File: src/design/cpp_pkg.sv
// Package for the closest point on polyline block: widths, sizes and shared types.
// Used by cpp_ctrl, cpp_dp and closest_point_on_polyline.
package cpp_pkg;
  localparam int COORD_W = 32;
  localparam int IDX_W = 10;
  localparam int MAX_WAYPOINTS = 1024;
  localparam int T_FRAC_BITS = 32;
  localparam int CFG_IDX_W = 2;
  localparam logic [CFG_IDX_W-1:0] REG_QUERY_X = 2'd0;
  localparam logic [CFG_IDX_W-1:0] REG_QUERY_Y = 2'd1;
  localparam logic [CFG_IDX_W-1:0] REG_QUERY_Z = 2'd2;

  // Datapath operations, one per controller step.
  typedef enum logic [3:0] {
    OP_NONE,    // hold
    OP_LOAD,    // latch waypoint, form differences
    OP_MUL,     // one product into the accumulators (step selects which)
    OP_DECIDE,  // choose start, end or divide
    OP_DIV,     // one restoring divider step
    OP_INTERP,  // one interpolation product (step selects axis)
    OP_DIST,    // one squared-distance product (step selects axis)
    OP_UPDATE,  // compare with best and finish the waypoint
    OP_SKIP     // first waypoint: latch as previous and count it
  } op_t;

  typedef struct packed {
    op_t        op;
    logic [2:0] step;
  } cmd_t;

  typedef struct packed {
    logic need_div;
  } status_t;
endpackage

File: src/design/cpp_ctrl.sv
// Controller: sequences load, products, decide, divide, interpolate, distance, update and emit.
// Depends on cpp_pkg.
module cpp_ctrl (
  input  logic             clk,
  input  logic             rst,
  input  logic             in_fire,
  input  logic             in_last,
  input  logic             first_wp,
  input  cpp_pkg::status_t stat,
  output cpp_pkg::cmd_t    cmd,
  output logic             busy,
  output logic             emit,
  input  logic             out_free
);
  import cpp_pkg::*;

  typedef enum logic [2:0] {S_IDLE, S_MUL, S_DECIDE, S_DIV, S_INTERP, S_DIST, S_UPDATE,
                            S_EMIT} state_t;
  state_t state;
  logic [5:0] cnt;
  logic last_r;

  // Commands follow the state and counter.
  always_comb begin
    cmd.op = OP_NONE;
    cmd.step = cnt[2:0];
    case (state)
      S_IDLE: begin
        if (in_fire) cmd.op = first_wp ? OP_SKIP : OP_LOAD;
      end
      S_MUL: cmd.op = OP_MUL;
      S_DECIDE: cmd.op = OP_DECIDE;
      S_DIV: cmd.op = OP_DIV;
      S_INTERP: cmd.op = OP_INTERP;
      S_DIST: cmd.op = OP_DIST;
      S_UPDATE: cmd.op = OP_UPDATE;
      default: ;
    endcase
  end
  assign busy = (state != S_IDLE);
  assign emit = (state == S_EMIT) && out_free;

  always_ff @(posedge clk) begin
    if (rst) begin
      state <= S_IDLE;
      cnt <= '0;
      last_r <= 1'b0;
    end else begin
      case (state)
        S_IDLE: if (in_fire) begin
          last_r <= in_last;
          cnt <= '0;
          if (first_wp) state <= in_last ? S_EMIT : S_IDLE;
          else state <= S_MUL;
        end
        S_MUL: begin
          // Steps 0,1,2 dot; 4,5,6 norm.
          if (cnt == 6'd6) state <= S_DECIDE;
          else cnt <= (cnt == 6'd2) ? 6'd4 : cnt + 1'b1;
        end
        S_DECIDE: begin
          cnt <= '0;
          state <= stat.need_div ? S_DIV : S_DIST;
        end
        S_DIV: begin
          if (cnt == 6'(T_FRAC_BITS - 1)) begin
            cnt <= '0;
            state <= S_INTERP;
          end else cnt <= cnt + 1'b1;
        end
        S_INTERP: begin
          if (cnt == 6'd2) begin
            cnt <= '0;
            state <= S_DIST;
          end else cnt <= cnt + 1'b1;
        end
        S_DIST: begin
          if (cnt == 6'd2) state <= S_UPDATE;
          else cnt <= cnt + 1'b1;
        end
        S_UPDATE: state <= last_r ? S_EMIT : S_IDLE;
        S_EMIT: if (out_free) state <= S_IDLE;
        default: state <= S_IDLE;
      endcase
    end
  end
endmodule

File: config.mk
export PLATFORM = sky130hd
export DESIGN_NAME = cpp_ctrl
export DESIGN_NICKNAME = d
export VERILOG_FILES = /design/src/design/cpp_pkg.sv /design/src/design/cpp_ctrl.sv
export SDC_FILE = /design/constraint.sdc
export NUM_CORES = 1
export LEC_CHECK = 0
export ABC_AREA = 1
export BUFFER_PORTS_ARGS = -buffer_cell sky130_fd_sc_hd__buf_2
export CORE_MARGIN = 1
export CORE_UTILIZATION = 54
export CTS_CLUSTER_DIAMETER = 80
export DETAILED_ROUTE_END_ITERATION = 6
export GPL_ROUTABILITY_DRIVEN = 0
export PLACE_DENSITY = 0.78
export REMOVE_ABC_BUFFERS = 1
export SKIP_LAST_GASP = 1
export SLEW_MARGIN = 5
export SYNTH_ARGS = -nofsm -noshare
export SYNTH_HDL_FRONTEND = slang
export SYNTH_SLANG_ARGS = --single-unit
File: constraint.sdc
create_clock -name clk -period 1.8 [get_ports clk]
set_input_delay 0.27 -clock clk [delete_from_list [all_inputs] [get_ports clk]]
set_output_delay 0.27 -clock clk [all_outputs]
set_load 0.05 [all_outputs]
[After elaboration in Yosys (flattened, before gate mapping)]
Cells that the tools add are included.
W data, S select, Z words.
Word-level totals
  register bits after elaboration: 10
  bits of input ports: 7
Cells by class
  $add $sub $neg: 1
  equality and inequality tests: 18
  mux-type cells: 21
  reductions and logical operators: 7
Operators with widths (number)
  $mux W6: 6
  $pmux W6 S6: 1
  $mux W3: 10
  $pmux W4 S7: 1
  $pmux W3 S8: 1
  $ne A2 B2 Y1 const B: 8
  $eq A3 B3 Y1 const B: 4
  $mux W4: 2
  $add A6 B1 Y6 const B: 1
  $eq A3 B2 Y1 const B: 2
  $eq A6 B2 Y1 const B: 1
  $eq A6 B3 Y1 const B: 1
  $eq A6 B5 Y1 const B: 1
  $reduce_and A6 Y1: 1
  $reduce_bool A6 Y1: 1
  $reduce_and A4 Y1: 1
  $eq A3 B1 Y1 const B: 1
  $logic_not A3 Y1: 1
  $reduce_bool A3 Y1: 1
  $reduce_and A2 Y1: 1
  $logic_and A1 B1 Y1: 1

[Depth between registers and ports, before layout]
  depth after elaboration: 4
  gate-level depth with buffers: 11
  gate-level depth less buffers: 11

[Worst setup path after synthesis]
OpenSTA, ideal clock, no wires.
  path type: reg2out
  from: reg state[0]
  to: out cmd[3] in the netlist's numbering
  arrival: 2.032 ns
  required time: 1.530 ns
  path slack: -0.502 ns
  stages on the path, launching flop included: 6
  buffers on the path: 0
  cells stage by stage: dfxtp_1 > nor2_1 > nand2_1 > inv_1 > nand2_1 > o221ai_1
RTL lines
  from (decl): RTL line cpp_ctrl.sv:19  | state_t state;
  from (signal assigned): RTL line cpp_ctrl.sv:53  | if (first_wp) state <= in_last ? S_EMIT : S_IDLE;
  from (signal assigned): RTL line cpp_ctrl.sv:63  | state <= stat.need_div ? S_DIV : S_DIST;
  from (signal assigned): RTL line cpp_ctrl.sv:81  | S_UPDATE: state <= last_r ? S_EMIT : S_IDLE;
  to (decl): RTL line cpp_ctrl.sv:10  | output cpp_pkg::cmd_t cmd,

==> results.sh <==
export IMPL_path_clk_slew_ps=70
export IMPL_wl_um=2250
export IMPL_crit_start="state[0]"
export IMPL_grt_use_total_pct=27.1
export IMPL_slew_viol_final=0
export IMPL_yosysUniqueCellTypes=24
export IMPL_p_comb_share_pct=66.1
export IMPL_crit_cells=5
export IMPL_htree_num_levels=1
export IMPL_slowest_stage="dfxtp_2"
export IMPL_switching_power_w=0.00103
export IMPL_diodes=0
export IMPL_timing_rr_start="cnt[1]"
export IMPL_ys_ff_latch=10
export IMPL_grt_max_degree=9
export IMPL_grt_remaining_overflow=0
export IMPL_cts_tree="done"
export IMPL_intPower_w=0.000733
export IMPL_io_buffers=15
export IMPL_cp_arrival_ps=1450
export IMPL_grt_pass1_vias=866
export IMPL_status="complete, no violations"
export IMPL_synth_top_area_cell="dfxtp_1"
export IMPL_grt_pass1_wl_um=3630
export IMPL_p_per_area_nw_per_um2=1750
export IMPL_min_path_type="input pin to flip-flop"
export IMPL_fin_nets=172
export IMPL_ctsHoldBuffers=0
export IMPL_p_leak_nw=0.536
export IMPL_area_growth_pct=14.6
export IMPL_worst_r2r_endpoint="cnt[0]"
export IMPL_ys_seq_area_share_pct=22.9
export IMPL_pwr_share_seq_pct=21.5
export IMPL_antenna_found_initial=0
export IMPL_layout_drive_gt1_share_pct=30.2
export IMPL_initial_core_util_pct=58.1
export IMPL_cts_made_buffers=3
export IMPL_finalHoldViolations=0
export IMPL_die_area_sq_um=1790
export IMPL_rows=14
export IMPL_setup_viol_count_final=0
export IMPL_worstSetupPathType="flip-flop to primary output"
export IMPL_cpPeakStageDelay_ps=420
export IMPL_yosysTopAreaCellShare_pct=22.9
export IMPL_required_ps=1530
export IMPL_crit_chain="inv_2 -> nor2_4 -> nand2_1 -> nand4_1 -> buf_2"
export IMPL_core_area_sq_um=1510
export IMPL_endpoint="cmd[4]"
export IMPL_ys_warn_count=0
export IMPL_rrSetupSlack_ps=190
export IMPL_worst_path_buf_inv=2
export IMPL_cts_root_buf="clkbuf_4"
export IMPL_dp_cells=173
export IMPL_worst_pin_slew_ps=283
export IMPL_drv_cap=0
export IMPL_cts_max_path_buffers=2
export IMPL_clock_sinks=10
export IMPL_syn_area_per_cell_sq_um=6.04
export IMPL_hpwl_um=1590
export IMPL_die_w_um=42.3
export IMPL_relSlewSlack_pct=81.1
export IMPL_finClkSkew_ps=3.18
export IMPL_finalCritPeriodShare_pct=95.4
export IMPL_end_kind="primary output"
export IMPL_critPathLaunchType="flip-flop"
export IMPL_clkPwrFrac_pct=12.3
export IMPL_fmax_ghz=0.582
export IMPL_wire_per_inst_um=12.6
export IMPL_clock_latency_ps=280
export IMPL_drt_antenna_violating_nets=0
export IMPL_num_io_pins=16
export IMPL_syn_area_sq_um=876
export IMPL_stdcell_count=178
export IMPL_path_max_fanout=7
export IMPL_via_per_inst=5.64
export IMPL_drtIter0Drc=57
export IMPL_synth_area_top_cells="dfxtp_1, nand2_1, nor2_1"
export IMPL_cp_top_family="flip-flops"
export IMPL_power_w=0.00176
export IMPL_netlist_instances=145
export IMPL_dr_total_vias=1004
export IMPL_r2r_cells=8
export IMPL_finalCriticalPeriod_ps=1720
export IMPL_peakVddDrop_mv=0.953
export IMPL_sw_frac_of_total_pct=58.3
export IMPL_drc_errors=0
export IMPL_postLayoutCoreUtil_pct=66.6
export IMPL_firstDrtPassIters=4
export IMPL_rsz0062_at_grt="true"
export IMPL_die_h_um=42.3
[Yosys cell counts (all sizes together)]
cell	n
a211oi	1
nand4	5
xor2	1
dfxtp	10
nand2	43
ha	2
o21ai	4
inv	24
o21bai	1
nor2	28
o22ai	1
buf	3
nand3	13
o221ai	1
nor3	2
a21oi	6
[registers in the layout, summed over array words and instances, names as in the netlist]
| signal | count |
|---|---|
| cnt | 6 |
| last_r | 1 |
| state | 3 |
[cell usage in the layout (no fill, tap or decap), types with 2 or more instances in the layout]
master     n
nand2_1   32
inv_1     21
nor2_1    21
buf_2     14
nand3_1   11
nand2_2   10
dfxtp_1    7
nor2_2     5
nand4_1    5
inv_2      3
o21ai_0    3
a21oi_1    3
a21oi_2    3
clkbuf_4   3
dfxtp_2    3
nor2_4     2
nor3_1     2
nand3_2    2
ha_1       2
buf_4      2
[what timing repair did]
| action | 4_1_cts | 5_1_grt |
|---|---|---|
| gates resized for setup | 2 | 4 |
| pin swaps | 1 | 0 |
| buffers inserted | 1 | 0 |
| gates cloned | 0 | 0 |
| endpoints found under the hold margin | 0 | 0 |
| setup endpoints to repair | 2 | 4 |
[layer usage]
| metal | GRT usage [%] | vias to the layer above | wire (um) |
|---|---|---|---|
| li1 | - | 493 | - |
| met1 | 34.6 | 445 | 945 |
| met2 | 40.6 | 54 | 999 |
| met3 | 6.47 | 12 | 213 |
| met4 | 16.9 | 0 | 89 |
| met5 | 0 | - | 0 |
[kinds of logic (layout without fill, tap and decap cells)]
group	after synthesis	count (layout)	share of synthesized area [%]
simple gates	91	91	50.0
buf+inv	27	44	12.9
compound gates	14	14	10.4
flops	10	10	22.9
fa+ha+maj	2	2	2.86
xor+xnor	1	1	1.00
[power by group through the flow]
stage | combinational, W | clock [W] | sequential [W]
floorplan | 0.000814 | 0 | 0.000432
global placement | 0.00109 | 0 | 0.000362
detailed placement | 0.00110 | 0 | 0.000366
CTS | 0.00114 | 0.000219 | 0.000365
global route | 0.00124 | 0.000234 | 0.000388
finish | 0.00116 | 0.000217 | 0.000379
[worst min-delay path by stage]
stage | start | endpoint | slack, ps | cells past startpoint
2_1_floorplan | rst | cnt[4] | 330 | 1
3_3_place_gp | last_r | last_r | 460 | 2
3_5_place_dp | last_r | last_r | 460 | 2
4_1_cts | rst | cnt[4] | 200 | 2
5_1_grt | rst | cnt[4] | 190 | 2
6_report | rst | cnt[4] | 200 | 2
[metrics by stage]
step / instance area [sq um] / setup slack, ps / hold WS (ps) / TNS [ps]
floorplan: 853 / -502 / 332 / -936
global placement: 948 / 231 / 457 / 0
detailed placement: 948 / 206 / 458 / 0
CTS: 997 / 0.787 / 196 / 0
global route: 1000 / -17.4 / 194 / -17.4
finish: 1000 / 82.0 / 196 / 0
[layout make-up]
class / instances / area, sq um
Tap cell: 16 / 20.0
Clock buffer: 4 / 36.3
Sequential cell: 10 / 204
Fill cell: 135 / 503
Timing Repair Buffer: 16 / 85.1
Inverter: 24 / 90.1
Multi-Input combinational cell: 108 / 568
Power figures use the tool's default switching activity.
